===== src/design/wmpp_pkg.sv =====
// Shared types and constants for the windowed minimum peak finder.
// No dependencies; used by every module of the block.
package wmpp_pkg;

  localparam int SAMPLE_W    = 24;
  localparam int IDX_W       = 12;
  localparam int FRAC_W      = 8;
  localparam int POS_W       = 21;
  localparam int CFG_IDX_W   = 1;
  localparam int CFG_DATA_W  = 12;
  localparam int QUEUE_DEPTH = 2;

  localparam logic [CFG_IDX_W-1:0] REG_WINDOW_START = 1'b0;
  localparam logic [CFG_IDX_W-1:0] REG_WINDOW_END   = 1'b1;

  localparam logic [IDX_W-1:0] WINDOW_START_RESET = 12'd1;
  localparam logic [IDX_W-1:0] WINDOW_END_RESET   = 12'd4095;

  typedef struct packed {
    logic signed [SAMPLE_W-1:0] sample;
    logic                       last;
  } in_item_t;

  typedef struct packed {
    logic [IDX_W-1:0]           peak_index;
    logic [POS_W-1:0]           peak_position;
    logic signed [SAMPLE_W-1:0] peak_value;
    logic                       degenerate;
  } out_item_t;

  // One finished trace: the minimum and its two neighbors.
  typedef struct packed {
    logic signed [SAMPLE_W-1:0] prev_val;
    logic signed [SAMPLE_W-1:0] best_val;
    logic signed [SAMPLE_W-1:0] next_val;
    logic [IDX_W-1:0]           best_idx;
    logic                       degen;
  } job_t;

  typedef struct packed {
    logic full;
    logic empty;
  } q_status_t;

  typedef enum logic [2:0] {
    BK_IDLE,
    BK_PREP,
    BK_LOAD,
    BK_DIV,
    BK_FIN
  } back_state_t;

endpackage


===== src/design/wmpp_front.sv =====
// Front end: window registers, sample counter and minimum tracking.
// Depends on wmpp_pkg; pushes one job per trace into wmpp_queue.
module wmpp_front #(
  parameter int TRACE_LEN = 4096
) (
  input  logic                              clk,
  input  logic                              rst,
  input  logic                              cfg_we,
  input  logic [wmpp_pkg::CFG_IDX_W-1:0]    cfg_index,
  input  logic [wmpp_pkg::CFG_DATA_W-1:0]   cfg_data,
  input  logic                              in_valid,
  output logic                              in_stall,
  input  wmpp_pkg::in_item_t                in_data,
  output logic                              push,
  output wmpp_pkg::job_t                    push_data,
  input  wmpp_pkg::q_status_t               q_status
);

  localparam int IW = wmpp_pkg::IDX_W;
  localparam int SW = wmpp_pkg::SAMPLE_W;

  logic [IW-1:0]        window_start;
  logic [IW-1:0]        window_end;
  logic [IW-1:0]        sample_count;
  logic signed [SW-1:0] best_value;
  logic [IW-1:0]        best_index;
  logic signed [SW-1:0] previous_sample;
  logic signed [SW-1:0] before_best;
  logic signed [SW-1:0] after_best;
  logic                 after_pending;
  logic                 found_any;

  logic [IW-1:0]        sample_count_next;
  logic signed [SW-1:0] best_value_next;
  logic [IW-1:0]        best_index_next;
  logic signed [SW-1:0] before_best_next;
  logic signed [SW-1:0] after_best_next;
  logic                 after_pending_next;
  logic                 found_any_next;
  logic [31:0]          count_inc;
  logic                 in_win;
  logic                 take;
  logic                 accept;

  assign in_stall = q_status.full;
  assign accept   = in_valid && !in_stall;

  always_comb begin
    in_win = (sample_count >= window_start) && (sample_count < window_end);
    take   = in_win && (!found_any || (in_data.sample < best_value));

    best_value_next    = best_value;
    best_index_next    = best_index;
    before_best_next   = before_best;
    after_best_next    = after_best;
    after_pending_next = after_pending;
    found_any_next     = found_any;
    if (take) begin
      best_value_next    = in_data.sample;
      best_index_next    = sample_count;
      before_best_next   = previous_sample;
      after_pending_next = 1'b1;
      found_any_next     = 1'b1;
    end else if (after_pending) begin
      after_best_next    = in_data.sample;
      after_pending_next = 1'b0;
    end

    count_inc = 32'(sample_count) + 32'd1;
    if (count_inc == 32'(TRACE_LEN)) begin
      sample_count_next = '0;
    end else begin
      sample_count_next = count_inc[IW-1:0];
    end

    push               = accept && in_data.last;
    push_data.prev_val = before_best_next;
    push_data.best_val = best_value_next;
    push_data.next_val = after_best_next;
    push_data.best_idx = best_index_next;
    push_data.degen    = !found_any_next || (best_index_next == '0) || after_pending_next;
  end

  always_ff @(posedge clk) begin
    if (rst) begin
      window_start    <= wmpp_pkg::WINDOW_START_RESET;
      window_end      <= wmpp_pkg::WINDOW_END_RESET;
      sample_count    <= '0;
      best_value      <= '0;
      best_index      <= '0;
      previous_sample <= '0;
      before_best     <= '0;
      after_best      <= '0;
      after_pending   <= 1'b0;
      found_any       <= 1'b0;
    end else begin
      if (cfg_we) begin
        if (cfg_index == wmpp_pkg::REG_WINDOW_START) begin
          window_start <= cfg_data[IW-1:0];
        end else if (cfg_index == wmpp_pkg::REG_WINDOW_END) begin
          window_end <= cfg_data[IW-1:0];
        end
      end
      if (accept) begin
        if (in_data.last) begin
          // trace done: its job is in the queue, start over
          sample_count    <= '0;
          best_value      <= '0;
          best_index      <= '0;
          previous_sample <= '0;
          before_best     <= '0;
          after_best      <= '0;
          after_pending   <= 1'b0;
          found_any       <= 1'b0;
        end else begin
          sample_count    <= sample_count_next;
          best_value      <= best_value_next;
          best_index      <= best_index_next;
          previous_sample <= in_data.sample;
          before_best     <= before_best_next;
          after_best      <= after_best_next;
          after_pending   <= after_pending_next;
          found_any       <= found_any_next;
        end
      end
    end
  end

endmodule


===== src/design/wmpp_queue.sv =====
// Short job queue between the front end and the divider back end.
// Depends on wmpp_pkg for the job type and depth.
module wmpp_queue (
  input  logic                clk,
  input  logic                rst,
  input  logic                push,
  input  wmpp_pkg::job_t      push_data,
  input  logic                pop,
  output wmpp_pkg::job_t      pop_data,
  output wmpp_pkg::q_status_t status
);

  localparam int DEPTH = wmpp_pkg::QUEUE_DEPTH;
  localparam int PTR_W = (DEPTH > 1) ? $clog2(DEPTH) : 1;
  localparam int CNT_W = $clog2(DEPTH + 1);

  wmpp_pkg::job_t   entries [DEPTH];
  logic [PTR_W-1:0] wr_ptr;
  logic [PTR_W-1:0] rd_ptr;
  logic [CNT_W-1:0] count;
  logic             do_push;
  logic             do_pop;

  assign status.full  = (count == CNT_W'(DEPTH));
  assign status.empty = (count == '0);
  assign do_push      = push && !status.full;
  assign do_pop       = pop && !status.empty;
  assign pop_data     = entries[rd_ptr];

  function automatic logic [PTR_W-1:0] ptr_inc(input logic [PTR_W-1:0] p);
    logic [PTR_W-1:0] r;
    if (p == PTR_W'(DEPTH - 1)) r = '0;
    else                        r = p + PTR_W'(1);
    return r;
  endfunction

  always_ff @(posedge clk) begin
    if (do_push) begin
      entries[wr_ptr] <= push_data;
    end
  end

  always_ff @(posedge clk) begin
    if (rst) begin
      wr_ptr <= '0;
      rd_ptr <= '0;
      count  <= '0;
    end else begin
      if (do_push) wr_ptr <= ptr_inc(wr_ptr);
      if (do_pop)  rd_ptr <= ptr_inc(rd_ptr);
      if (do_push && !do_pop) begin
        count <= count + CNT_W'(1);
      end else if (do_pop && !do_push) begin
        count <= count - CNT_W'(1);
      end
    end
  end

endmodule


===== src/design/wmpp_back.sv =====
// Back end: parabolic offset by restoring division, position and output register.
// Depends on wmpp_pkg; pops jobs from wmpp_queue.
module wmpp_back (
  input  logic                clk,
  input  logic                rst,
  input  wmpp_pkg::q_status_t q_status,
  output logic                pop,
  input  wmpp_pkg::job_t      pop_data,
  output logic                out_valid,
  input  logic                out_stall,
  output wmpp_pkg::out_item_t out_data
);

  localparam int SW     = wmpp_pkg::SAMPLE_W;
  localparam int F      = wmpp_pkg::FRAC_W;
  localparam int PW     = wmpp_pkg::POS_W;
  localparam int DIFF_W = SW + 1;
  localparam int CURV_W = SW + 2;
  localparam int W      = SW + F + 6;
  localparam int QW     = F + 3;
  localparam int STEP_W = $clog2(QW);
  localparam logic [QW-1:0] LIM = QW'(1) << F;

  wmpp_pkg::back_state_t state, state_next;

  wmpp_pkg::job_t           job;
  logic signed [DIFF_W-1:0] diff;
  logic signed [CURV_W-1:0] curv;
  logic                     neg;
  logic                     degen;
  logic [W-1:0]             rem;
  logic [W-1:0]             dsh;
  logic [QW-1:0]            quo;
  logic [STEP_W-1:0]        step;

  logic                     load_out;
  logic                     curv_zero;
  logic [W-1:0]             abs_diff;
  logic [W-1:0]             abs_den;
  logic [QW-1:0]            mag;
  logic signed [PW:0]       q_off;
  logic signed [PW:0]       pos_sum;
  logic [PW-1:0]            pos;

  always_ff @(posedge clk) begin
    if (rst) state <= wmpp_pkg::BK_IDLE;
    else     state <= state_next;
  end

  always_comb begin
    state_next = state;
    pop        = 1'b0;
    load_out   = 1'b0;
    curv_zero  = (curv == '0);
    unique case (state)
      wmpp_pkg::BK_IDLE: begin
        if (!q_status.empty) begin
          pop        = 1'b1;
          state_next = wmpp_pkg::BK_PREP;
        end
      end
      wmpp_pkg::BK_PREP: state_next = wmpp_pkg::BK_LOAD;
      wmpp_pkg::BK_LOAD: begin
        if (job.degen || curv_zero) state_next = wmpp_pkg::BK_FIN;
        else                        state_next = wmpp_pkg::BK_DIV;
      end
      wmpp_pkg::BK_DIV: begin
        if (step == STEP_W'(QW - 1)) state_next = wmpp_pkg::BK_FIN;
      end
      wmpp_pkg::BK_FIN: begin
        if (!out_valid || !out_stall) begin
          load_out   = 1'b1;
          state_next = wmpp_pkg::BK_IDLE;
        end
      end
      default: state_next = wmpp_pkg::BK_IDLE;
    endcase
  end

  // magnitudes of numerator and denominator, numerator scaled by 2^F
  always_comb begin
    abs_diff = W'($unsigned(diff[DIFF_W-1] ? -diff : diff)) << F;
    abs_den  = W'($unsigned(curv[CURV_W-1] ? -curv : curv)) << 1;
  end

  // clamp, apply sign, add to the integer index and clamp below zero
  always_comb begin
    mag = (quo > LIM) ? LIM : quo;
    if (degen)    q_off = '0;
    else if (neg) q_off = -$signed((PW+1)'(mag));
    else          q_off = $signed((PW+1)'(mag));
    pos_sum = $signed((PW+1)'(job.best_idx) << F) + q_off;
    pos     = pos_sum[PW] ? '0 : pos_sum[PW-1:0];
  end

  always_ff @(posedge clk) begin
    unique case (state)
      wmpp_pkg::BK_IDLE: begin
        if (pop) job <= pop_data;
      end
      wmpp_pkg::BK_PREP: begin
        diff <= DIFF_W'(job.prev_val) - DIFF_W'(job.next_val);
        curv <= CURV_W'(job.prev_val) - (CURV_W'(job.best_val) <<< 1)
              + CURV_W'(job.next_val);
      end
      wmpp_pkg::BK_LOAD: begin
        degen <= job.degen || curv_zero;
        neg   <= diff[DIFF_W-1] ^ curv[CURV_W-1];
        // rounded quotient: (2|num| + |den|) / (2|den|)
        rem   <= (abs_diff << 1) + abs_den;
        dsh   <= (abs_den << 1) << (QW - 1);
        quo   <= '0;
        step  <= '0;
      end
      wmpp_pkg::BK_DIV: begin
        if (rem >= dsh) begin
          rem <= rem - dsh;
          quo <= {quo[QW-2:0], 1'b1};
        end else begin
          quo <= {quo[QW-2:0], 1'b0};
        end
        dsh  <= dsh >> 1;
        step <= step + STEP_W'(1);
      end
      wmpp_pkg::BK_FIN: ;
      default: ;
    endcase
  end

  always_ff @(posedge clk) begin
    if (load_out) begin
      out_data.peak_index    <= job.best_idx;
      out_data.peak_position <= pos;
      out_data.peak_value    <= job.best_val;
      out_data.degenerate    <= degen;
    end
  end

  always_ff @(posedge clk) begin
    if (rst) begin
      out_valid <= 1'b0;
    end else if (load_out) begin
      out_valid <= 1'b1;
    end else if (!out_stall) begin
      out_valid <= 1'b0;
    end
  end

endmodule


===== src/design/windowed_min_parabolic_peak.sv =====
// Windowed minimum search with three-point parabolic refinement, top level.
// Samples: one per cycle; in_stall rises only when two finished traces wait in the queue.
// Result: queue, then PREP, LOAD, DIV (skipped if degenerate), FIN and output register.
// The back end takes one trace at a time (11-step restoring divider); traces arriving
// faster fill the two-entry queue and throttle input. Synchronous reset sets the
// window to 1..4094, clears trace state, queue and output valid; no clearing pass.
module windowed_min_parabolic_peak #(
  parameter int TRACE_LEN = 4096
) (
  input  logic                            clk,
  input  logic                            rst,
  input  logic                            cfg_we,
  input  logic [wmpp_pkg::CFG_IDX_W-1:0]  cfg_index,
  input  logic [wmpp_pkg::CFG_DATA_W-1:0] cfg_data,
  input  logic                            in_valid,
  output logic                            in_stall,
  input  wmpp_pkg::in_item_t              in_data,
  output logic                            out_valid,
  input  logic                            out_stall,
  output wmpp_pkg::out_item_t             out_data
);

  logic                push;
  wmpp_pkg::job_t      push_data;
  logic                pop;
  wmpp_pkg::job_t      pop_data;
  wmpp_pkg::q_status_t q_status;

  // Front end: count samples, track the earliest minimum inside the window and
  // its neighbors; on the last beat of a trace, hand a job to the queue.
  wmpp_front #(
    .TRACE_LEN (TRACE_LEN)
  ) u_front (
    .clk       (clk),
    .rst       (rst),
    .cfg_we    (cfg_we),
    .cfg_index (cfg_index),
    .cfg_data  (cfg_data),
    .in_valid  (in_valid),
    .in_stall  (in_stall),
    .in_data   (in_data),
    .push      (push),
    .push_data (push_data),
    .q_status  (q_status)
  );

  // Queue: hold finished traces so the next trace streams while one divides.
  wmpp_queue u_queue (
    .clk       (clk),
    .rst       (rst),
    .push      (push),
    .push_data (push_data),
    .pop       (pop),
    .pop_data  (pop_data),
    .status    (q_status)
  );

  // Back end: form numerator and denominator, divide one bit a cycle, clamp
  // the offset to one sample and drive the output register.
  wmpp_back u_back (
    .clk       (clk),
    .rst       (rst),
    .q_status  (q_status),
    .pop       (pop),
    .pop_data  (pop_data),
    .out_valid (out_valid),
    .out_stall (out_stall),
    .out_data  (out_data)
  );

endmodule


===== config.mk =====
export PLATFORM = sky130hd
export DESIGN_NAME = windowed_min_parabolic_peak
export DESIGN_NICKNAME = d
export VERILOG_FILES = /design/src/design/wmpp_pkg.sv /design/src/design/wmpp_front.sv /design/src/design/wmpp_queue.sv /design/src/design/wmpp_back.sv /design/src/design/windowed_min_parabolic_peak.sv
export SDC_FILE = /design/constraint.sdc
export NUM_CORES = 1
export LEC_CHECK = 0
export BUFFER_PORTS_ARGS = -buffer_cell sky130_fd_sc_hd__buf_2
export CORE_MARGIN = 2
export CORE_UTILIZATION = 30
export DETAILED_ROUTE_END_ITERATION = 12
export SLEW_MARGIN = 20
export SYNTH_ARGS = -nofsm -noshare
export SYNTH_HDL_FRONTEND = slang
export SYNTH_SLANG_ARGS = --single-unit
export TNS_END_PERCENT = 20

===== constraint.sdc =====
create_clock -name clk -period 5.6 [get_ports clk]
set_clock_uncertainty 0.05 [all_clocks]
set_input_delay 1.12 -clock clk [delete_from_list [all_inputs] [get_ports clk]]
set_output_delay 1.12 -clock clk [all_outputs]
set_load 0.005 [all_outputs]

==> reports/qor.txt, run 1 <==
Die Y - 327 µm
Syn-to-layout area delta - 13.4%
Peak supply drop - 0.000316 V
Netlist Area Pre-Place - 31,400 µm²
Slew Limit Fails - 0
Cts bufs inserted - 61
DR vias - 21,000
Nets - 3,120
Crit path arrival time - 5580 ps
Layout cells sized above 1 - 13.8%
Multi-input gate area - 13,300 µm²
RSZ-0062 raised after global routing - no
Routability congestion estimate - 0.847
Core area - 104,000 µm²
Drt pass-1 iters - 6
First-pass GRT wire length - 117 mm
Total power draw - 20.7 mW
Register area - 16,800 µm²
Final wirelength - 73.4 mm
Filler cells - 10,400
Post-Place Cell Area - 33,500 µm²
Vias in the first global route - 20,900
Critical Path RT - 6050 ps
Die Area - 107,000 µm²
Critical Path Source Type - flip-flop
Max_slew headroom - 36.3%
Synthesized area per cell - 11.2 µm²
Ys async rst share - 0%
Synth Instances - 2,792
Net Count, Synth - 3,033
Final instance area - 35,600 µm²
Post-synth top flop - edfxtp_1
Critical path endpoint category - flip-flop
Classification of the worst setup path - flip-flop to flip-flop
Critical path origin - u_back.quo[0]
Clock Tree Root - clkbuf_16
Worst Path Max Fanout - 6
Hold path startpoint - u_front.window_start[1]
Clock latency on the worst-skew pair - 660 ps
DP Wirelength - 51.9 mm
Minimum clock period - 5130 ps
Most frequent cell after synthesis - edfxtp_1
Synth cell count leaders - edfxtp_1 (456), inv_1 (242), a21oi_1 (192), nor2_1 (171), ha_1 (170)
Hold_buf cts - 0
Syn. warnings - 0
Worst Max-Slew Pin Slew - 954 ps
I/O Buffers - 102
CTS H-tree depth - 2
Final period utilization - 91.5%
Ranking of synthesized cells by area - edfxtp_1 (44%), dfxtp_1 (9.8%), ha_1 (6.8%), mux2_2 (4.3%), a21oi_1 (3.1%)
CTS max path bufs - 3
Area leader, netlist - edfxtp_1
Hold WC Path Type - flip-flop to flip-flop
Status - finished, final reports clean
PostCTS Resize Cnt - 0
Cell leakage power - 13.6 nW
Pwr/cell area - 581 nW/µm²
Initial core utilization - 30.2%
Drt via density - 4.86
Yosys reg bits - 610
CTS tree - yes
CTS sink cnt - 610
Die W - 327 µm
Initial DRC count - 1,259
Top cell type's share of synthesized area - 43.7%
Initial antenna violation count - 3
Congestion Overflow GR - 0
Largest net degree at the start of global routing - 89
Seq/Total Area, Yosys - 53.5%
Max-cap violation count - 0
WL per Instance - 17.0 µm
Total GRT Usage - 13.5%
Post-synth cell types - 75
Max frequency - 195 MHz
Post-CTS Setup Repair Bufs - 0
Row cnt - 118
Worst r2r src - u_back.quo[0]
Clock-pin slew of the registers on the worst-case setup and hold paths - 60 ps
Setup TNS - 0 ps
Number of synthesized flops with an enable pin - 456
DRT antenna net count - 0
Final setup vio count - 0
Residual DRC - 0
I/O pin count - 103
Final hold violation count - 0
per-stage QoR:
stage | std cells | utilization [%] | hold slack (ps) | worst slack (ps)
3_3_place_gp | 4195 | 32.3 | 394 | 458
4_1_cts | 4311 | 34.3 | 406 | 310
3_5_place_dp | 4195 | 32.3 | 397 | 355
2_1_floorplan | 2792 | - | 383 | 115
6_report | 4313 | 34.3 | 403 | 475
5_1_grt | 4313 | 34.3 | 426 | 76.3
cells in the final DEF, fill, tap and decap left out, types with 101 or more instances in the layout:
cell type	synthesis	final
a21oi_1	192	190
buf_2	0	101
dfxtp_1	154	153
edfxtp_1	456	456
ha_1	170	170
inv_1	242	241
mux2_2	121	121
nand2_1	163	162
nor2_1	171	168
o21ai_0	153	153
registers in the layout, summed over array words and instances, names as in the netlist, 24 cells and up:
signal	flops
u_back.dsh	38
u_back.out_data	58
u_front.after_best	24
u_queue.entries	170
u_back.rem	38
u_back.curv	26
u_front.previous_sample	24
u_back.diff	24
u_front.best_value	24
u_front.before_best	24
u_back.job	85
power by group:
part | switching [mW] | internal (mW)
clock | 1.82 | 2.31
sequential | 0.613 | 6.44
combinational | 5.51 | 3.96
total | 7.95 | 12.7
critical path, cell delays in order (launching register included):
cell and delay, ps:
edfxtp_1 390, or2_2 320, nor4_1 320, nand2_1 160, a211oi_2 320, nand2_1 120
ha_1 220, nand3b_1 110, nor4_1 80, buf_4 160, a21oi_1 270, ha_1 340
or2_2 290, a21oi_1 190, o31ai_1 120, o41ai_1 380, nor2_1 100, o21ai_0 220
xnor2_1 190, or3b_1 480, nor2_1 130
path summary, 6_finish.rpt:
kind / end / slack [ps] / cells past startpoint
setup reg to reg: u_back.out_data[32] / 470 / 20
hold reg to reg: u_front.window_start[1] / 400 / 2
hold / removal: u_front.window_start[1] / 400 / 2
setup / recovery: u_back.out_data[32] / 470 / 20
cell families (layout without fill, tap and decap cells):
group / Yosys count / in the layout / share of synthesized area, %
xor+xnor: 147 / 147 / 4.13
fa+ha+maj: 198 / 198 / 8.57
buf+inv: 356 / 496 / 4.35
simple gates: 667 / 667 / 10.5
flops: 610 / 610 / 53.5
other cells: 0 / 1 / 0
compound gates: 691 / 691 / 14.5
mux: 123 / 123 / 4.41
metal layers:
layer | track usage, % | share of wire [%] | up-vias
met5 | 0 | 0 | -
met4 | 4.15 | 2.6 | 0
met3 | 2.07 | 4.0 | 104
met2 | 23.0 | 48 | 376
met1 | 17.8 | 46 | 10100
li1 | - | - | 10400
cell type report:
class	instances	area share, %
clock buffer	76	4.68
multi-input combinational	1826	37.4
clock inverter	40	1.04
timing repair buffer	138	2.29
inverter	242	2.55
tap	1380	4.86
sequential	610	47.2
antenna	1	0.00704
No activity file was read; power rests on OpenSTA's default activity.
==> run 2, diff against run 1 <==
--- a/config.mk
+++ b/config.mk
@@ -5,10 +5,12 @@
 export SDC_FILE = /design/constraint.sdc
 export NUM_CORES = 1
 export LEC_CHECK = 0
+export ABC_AREA = 1
 export BUFFER_PORTS_ARGS = -buffer_cell sky130_fd_sc_hd__buf_2
 export CORE_MARGIN = 2
 export CORE_UTILIZATION = 30
 export DETAILED_ROUTE_END_ITERATION = 12
+export GPL_ROUTABILITY_DRIVEN = 0
 export SLEW_MARGIN = 20
 export SYNTH_ARGS = -nofsm -noshare
 export SYNTH_HDL_FRONTEND = slang
==> constraint.sdc (replaced) <==
create_clock -name clk -period 5.6 [get_ports clk]
set_clock_uncertainty 0.05 [all_clocks]
set_input_delay 1.12 -clock clk [delete_from_list [all_inputs] [get_ports clk]]
set_output_delay 1.12 -clock clk [all_outputs]
set_load 0.02 [all_outputs]
==> reports/qor.txt, run 2 <==
Status - finished, final reports clean
Setup TNS - 0 ps
Critical path endpoint category - flip-flop
Worst setup margin - 1260 ps
Die W - 332 µm
PostCTS Resize Cnt - 0
Seq/Total Area, Yosys - 52.0%
Most frequent cells in the layout - nand2_1 (1,042), edfxtp_1 (456), inv_1 (453)
Top Registers - u_queue.entries: 170 flops, u_back.job: 85 flops, u_back.out_data: 58 flops
Initial antenna violation count - 2
Hold_buf cts - 0
Max reg flops - 170
Filler cells - 11,000
Pwr/cell area - 673 nW/µm²
Vias in the first global route - 23,400
Register area - 16,800 µm²
CTS H-tree depth - 3
CTS tree - yes
Syn-to-layout area delta - 13.4%
Netlist Area Pre-Place - 32,300 µm²
Multi-input gate area - 13,300 µm²
Final hold violation count - 0
Ys async rst share - 0%
Post-synth cell types - 54
Nets - 3,951
Ranking of synthesized cells by area - edfxtp_1 (42%), nand2_1 (12%), dfxtp_1 (9.6%), ha_1 (6.6%), inv_1 (5.3%)
Mux cell area share after synthesis - 0%
Drt via density - 4.67
Max-cap violation count - 0
Adder-Cell Fraction of Synth Area - 8.33%
Final setup vio count - 0
Cell leakage power - 15.2 nW
First-pass GRT wire length - 127 mm
DR vias - 24,200
Worst Max-Slew Pin Slew - 1040 ps
WL per Instance - 15.3 µm
I/O Buffers - 102
Yosys reg bits - 610
Peak supply drop - 0.000332 V
Clock Tree Root - clkbuf_16
Synth Area in XOR/XNOR - 3.14%
Worst Path Max Fanout - 6
Largest Register - u_queue.entries
Largest net degree at the start of global routing - 95
Final wirelength - 79.3 mm
Compound-Gate Fraction of Synth Area - 11.4%
Layout cells sized above 1 - 8.23%
Die Area - 110,000 µm²
Synth Area in Simple Gates - 18.2%
CTS max path bufs - 3
Drt pass-1 iters - 7
Clock latency on the worst-skew pair - 630 ps
Clock-pin slew of the registers on the worst-case setup and hold paths - 60 ps
Synthesized area per cell - 8.91 µm²
Synth Instances - 3,623
Classification of the worst setup path - flip-flop to flip-flop
CTS sink cnt - 610
Core area - 107,000 µm²
RSZ-0062 raised after global routing - no
Initial DRC count - 1,773
Critical Path RT - 5930 ps
Most frequent cell after synthesis - nand2_1
Post-synth top flop - edfxtp_1
Top cell type's share of synthesized area - 42.4%
Max frequency - 231 MHz
Cts bufs inserted - 68
Area leader, netlist - edfxtp_1
Crit path arrival time - 4660 ps
Critical Path Source Type - flip-flop
Syn. warnings - 0
Synth cell count leaders - nand2_1 (1,043), edfxtp_1 (456), inv_1 (454), a21oi_1 (324), nor2_1 (235)
Max_slew headroom - 30.8%
FF-to-FF path depth - 25
Number of synthesized flops with an enable pin - 456
DP Wirelength - 56.8 mm
Net Count, Synth - 3,864
Congestion Overflow GR - 0
Worst hold path depth - 2
Total power draw - 24.6 mW
Minimum clock period - 4340 ps
DRT antenna net count - 0
Row cnt - 120
Most common cell after layout, fill and taps aside - nand2_1
Slew Limit Fails - 0
Largest family of logic cells by synthesized area - simple AND/OR/NAND/NOR gates
Pre-CTS WS - 1060 ps
I/O pin count - 103
Residual DRC - 0
Total GRT Usage - 14.3%
Die Y - 332 µm
Post-CTS Setup Repair Bufs - 0
Initial core utilization - 30.2%
Final period utilization - 77.4%
Hold WC Path Type - flip-flop to flip-flop
## run 2: through the flow
| stage | hold WS [ps] | util (%) | area, µm² | cells |
|---|---|---|---|---|
| after floorplan | 383 | - | 32300 | 3623 |
| after global placement | 399 | 32.1 | 34300 | 5043 |
| after detailed placement | 405 | 32.1 | 34300 | 5043 |
| after CTS | 415 | 34.2 | 36600 | 5168 |
| after global routing | 428 | 34.2 | 36600 | 5168 |
| final | 411 | 34.2 | 36600 | 5169 |
## run 2: routing by layer
metal  global-route usage [%]  wire [µm]  up-vias
met5                        0          0        -
met2                     23.7      37000      521
met3                     2.21       4010      126
met1                     19.0      36100    11300
li1                         -          -    12200
met4                     4.59       2200        0
## run 2: cells by family after synthesis
group / count (synthesis)
AOI/OAI and AO/OA: 661
xor gates and xnor gates: 115
adders and majority gates: 198
buffers and inverters: 570
DFF: 610
and+or+nand+nor: 1469
## run 2: layout make-up
class,count,area share (%)
Sequential cell,610,45.8
Multi-Input combinational cell,2443,36.4
Clock buffer,89,4.98
Tap cell,1403,4.80
Inverter,465,4.77
Timing Repair Buffer,122,1.91
Clock inverter,36,1.29
Antenna cell,1,0.00684
## run 2: worst max-delay path: stages (launching register included)
cell and delay (ps):
edfxtp_1 420, inv_1 150, ha_1 180, inv_1 50, nor3_1 180, nand2_1 130
nor3_2 150, nand2_1 90, nor3_1 300, nand3_1 180, nand2_1 140, o21ai_0 110
xor2_1 180, ha_1 380, a21oi_1 230, inv_1 60, a31oi_1 130, a21boi_0 310
inv_1 80, nand2_1 60, nand2_1 70, nand3_1 80, nand2_1 90, xor2_1 150
nand2_1 60, nand2_1 50
## run 2: worst paths after layout
check / to / from / slack, ps
setup reg to reg: u_back.rem[28] / u_back.curv[0] / 1260
hold / removal: u_front.window_start[11] / u_front.window_start[11] / 410
setup / recovery: u_back.rem[28] / u_back.curv[0] / 1260
hold reg to reg: u_front.window_start[11] / u_front.window_start[11] / 410
## run 2: where the power goes
part,internal [mW],total [mW],switching [mW]
registers,6.81,7.45,0.640
logic,4.21,12.6,8.37
clock network,2.70,4.60,1.90
==> run 3, diff against run 2 <==
==> constraint.sdc (replaced) <==
create_clock -name clk -period 4.1 [get_ports clk]
set_clock_uncertainty 0.05 [all_clocks]
set_input_delay 0.82 -clock clk [delete_from_list [all_inputs] [get_ports clk]]
set_output_delay 0.82 -clock clk [all_outputs]
set_load 0.02 [all_outputs]
==> reports/qor.txt, run 3 (synthesis results as in run 2) <==
Status - finished, final reports clean
Critical path endpoint category - flip-flop
Worst path max stage delay - 390 ps
Crit path arrival time - 4110 ps
Initial DRC count - 1,726
Max_slew headroom - 34.7%
Reg-to-reg endpoint - u_back.rem[30]
Layout cells sized above 1 - 9.63%
Core area - 107,000 µm²
Peak supply drop - 0.000392 V
Combinational power share - 52.7%
CP endpoint - u_back.rem[30]
Sw Share - 44.3%
Max reg flops - 170
Top Registers - u_queue.entries: 170 flops, u_back.job: 85 flops, u_back.out_data: 58 flops
Hold path startpoint - cfg_data[0]
CTS sink cnt - 610
Initial core utilization - 30.2%
Final period utilization - 92.5%
Crit path top cell by count - nand2_1
Pwr/cell area - 921 nW/µm²
RSZ-0062 raised after global routing - yes
Cts bufs inserted - 67
Seq pwr share - 29.7%
Critical Path RT - 4410 ps
Diodes inserted - 0
Max-cap violation count - 0
DR vias - 24,100
Congestion Overflow GR - 0
Fin cells - 5,194
P_int - 18.9 mW
Clock Tree Root - clkbuf_16
Largest net degree at the start of global routing - 124
Post-placement cell count - 5,063
Drt pass-1 iters - 8
Slowest cell on crit path - edfxtp_1
Vias in the first global route - 23,200
Final wirelength - 78.5 mm
Clock-pin slew of the registers on the worst-case setup and hold paths - 60 ps
Clock latency on the worst-skew pair - 630 ps
Syn-to-layout area delta - 14.5%
I/O pin count - 103
Clock Power Share - 17.6%
R2r setup slk - 310 ps
Classification of the worst setup path - flip-flop to flip-flop
P_sw - 15.1 mW
Total GRT Usage - 14.0%
Row cnt - 120
DRT antenna net count - 0
Worst r2r src - u_back.curv[0]
Hold WC Path Type - input pin to flip-flop
Worst Path Max Fanout - 5
I/O Buffers - 102
Layout Utilization - 34.6%
Critical Path Source Type - flip-flop
Hold_buf cts - 0
Initial antenna violation count - 3
Worst Max-Slew Pin Slew - 979 ps
Minimum clock period - 3790 ps
Largest Register - u_queue.entries
Final setup vio count - 0
WL per Instance - 15.1 µm
Die Y - 332 µm
Slew Limit Fails - 0
Final hold violation count - 0
Nets - 3,979
CTS H-tree depth - 3
First-pass GRT wire length - 125 mm
FF-to-FF path depth - 25
Die Area - 110,000 µm²
Critical path origin - u_back.curv[0]
Die W - 332 µm
DP Wirelength - 56.2 mm
Most frequent cells in the layout - nand2_1 (1,033), edfxtp_1 (456), inv_1 (451)
Drt via density - 4.63
CTS tree - yes
Filler cells - 10,900
Max frequency - 264 MHz
Cell leakage power - 15.3 nW
Most common cell after layout, fill and taps aside - nand2_1
CTS max path bufs - 3
Residual DRC - 0
-- run 3: cell count changes in the layout (fill, tap and decap cells not counted), moves of 6 or more --
cell / before / now
nand2_2: 6 / 14
nand2_1: 1042 / 1033
buf_4: 18 / 38
buf_12: 3 / 10
a21oi_2: 1 / 7
a21oi_1: 323 / 317
-- run 3: worst min-delay path by stage --
stage          cells past startpoint                      end
2_1_floorplan                      2  u_front.window_start[0]
3_3_place_gp                       2  u_front.window_start[4]
3_5_place_dp                       2  u_front.window_start[4]
4_1_cts                            3    u_front.window_end[0]
5_1_grt                            3    u_front.window_end[0]
6_report                           3    u_front.window_end[0]
-- run 3: stage by stage --
stage / setup WS [ps] / total power [mW] / TNS, ps / hold WS [ps] / cell area [µm²]
2_1_floorplan: -1190 / 22.4 / -218490 / 383 / 32300
3_3_place_gp: 132 / 27.4 / 0 / 400 / 34500
3_5_place_dp: 163 / 27.5 / 0 / 405 / 34500
4_1_cts: 158 / 33.7 / 0 / 314 / 36700
5_1_grt: -29.4 / 36.8 / -141 / 334 / 36900
6_report: 307 / 34.0 / 0 / 360 / 36900
-- run 3: cell type report --
cell class                      count  area, µm²  share of cell area, %
Inverter                          465       1750                   4.72
Sequential cell                   610      16800                   45.4
Clock inverter                     34        390                   1.06
Multi-Input combinational cell   2444      13500                   36.5
Tap cell                         1403       1760                   4.75
Clock buffer                       88       1780                   4.81
Timing Repair Buffer              150       1000                   2.71
-- run 3: metal layers --
layer  vias up  global-route usage (%)  routed length (µm)
met1     11200                    19.2               36700
met3       125                    1.80                3550
met4         2                    4.71                2010
li1      12300                       -                   -
met2       501                    22.9               36200
met5         -                       0                  10
-- run 3: power by group through the flow --
stage | Combinational [mW] | Clock [mW] | Sequential, mW
after CTS | 17.4 | 6.18 | 10.1
after floorplan | 12.4 | 0 | 10.1
final | 17.9 | 5.99 | 10.1
after global routing | 20.1 | 6.40 | 10.3
after detailed placement | 17.3 | 0 | 10.2
after global placement | 17.2 | 0 | 10.2
-- run 3: what timing repair did --
item                                    in CTS  in global routing
resized for setup                            0                 45
buffers inserted                             0                  8
endpoints found under the setup margin       0                 33
-- run 3: worst max-delay path: cells and delay by family, from the launching register on --
kind / cells / cell delay, ps
buffers and inverters: 4 / 380
XOR/XNOR: 1 / 200
AND/OR/NAND/NOR: 15 / 1530
flip-flops: 1 / 390
adder cells (fa/ha/maj): 2 / 560
AO/OA/AOI/OAI: 3 / 410
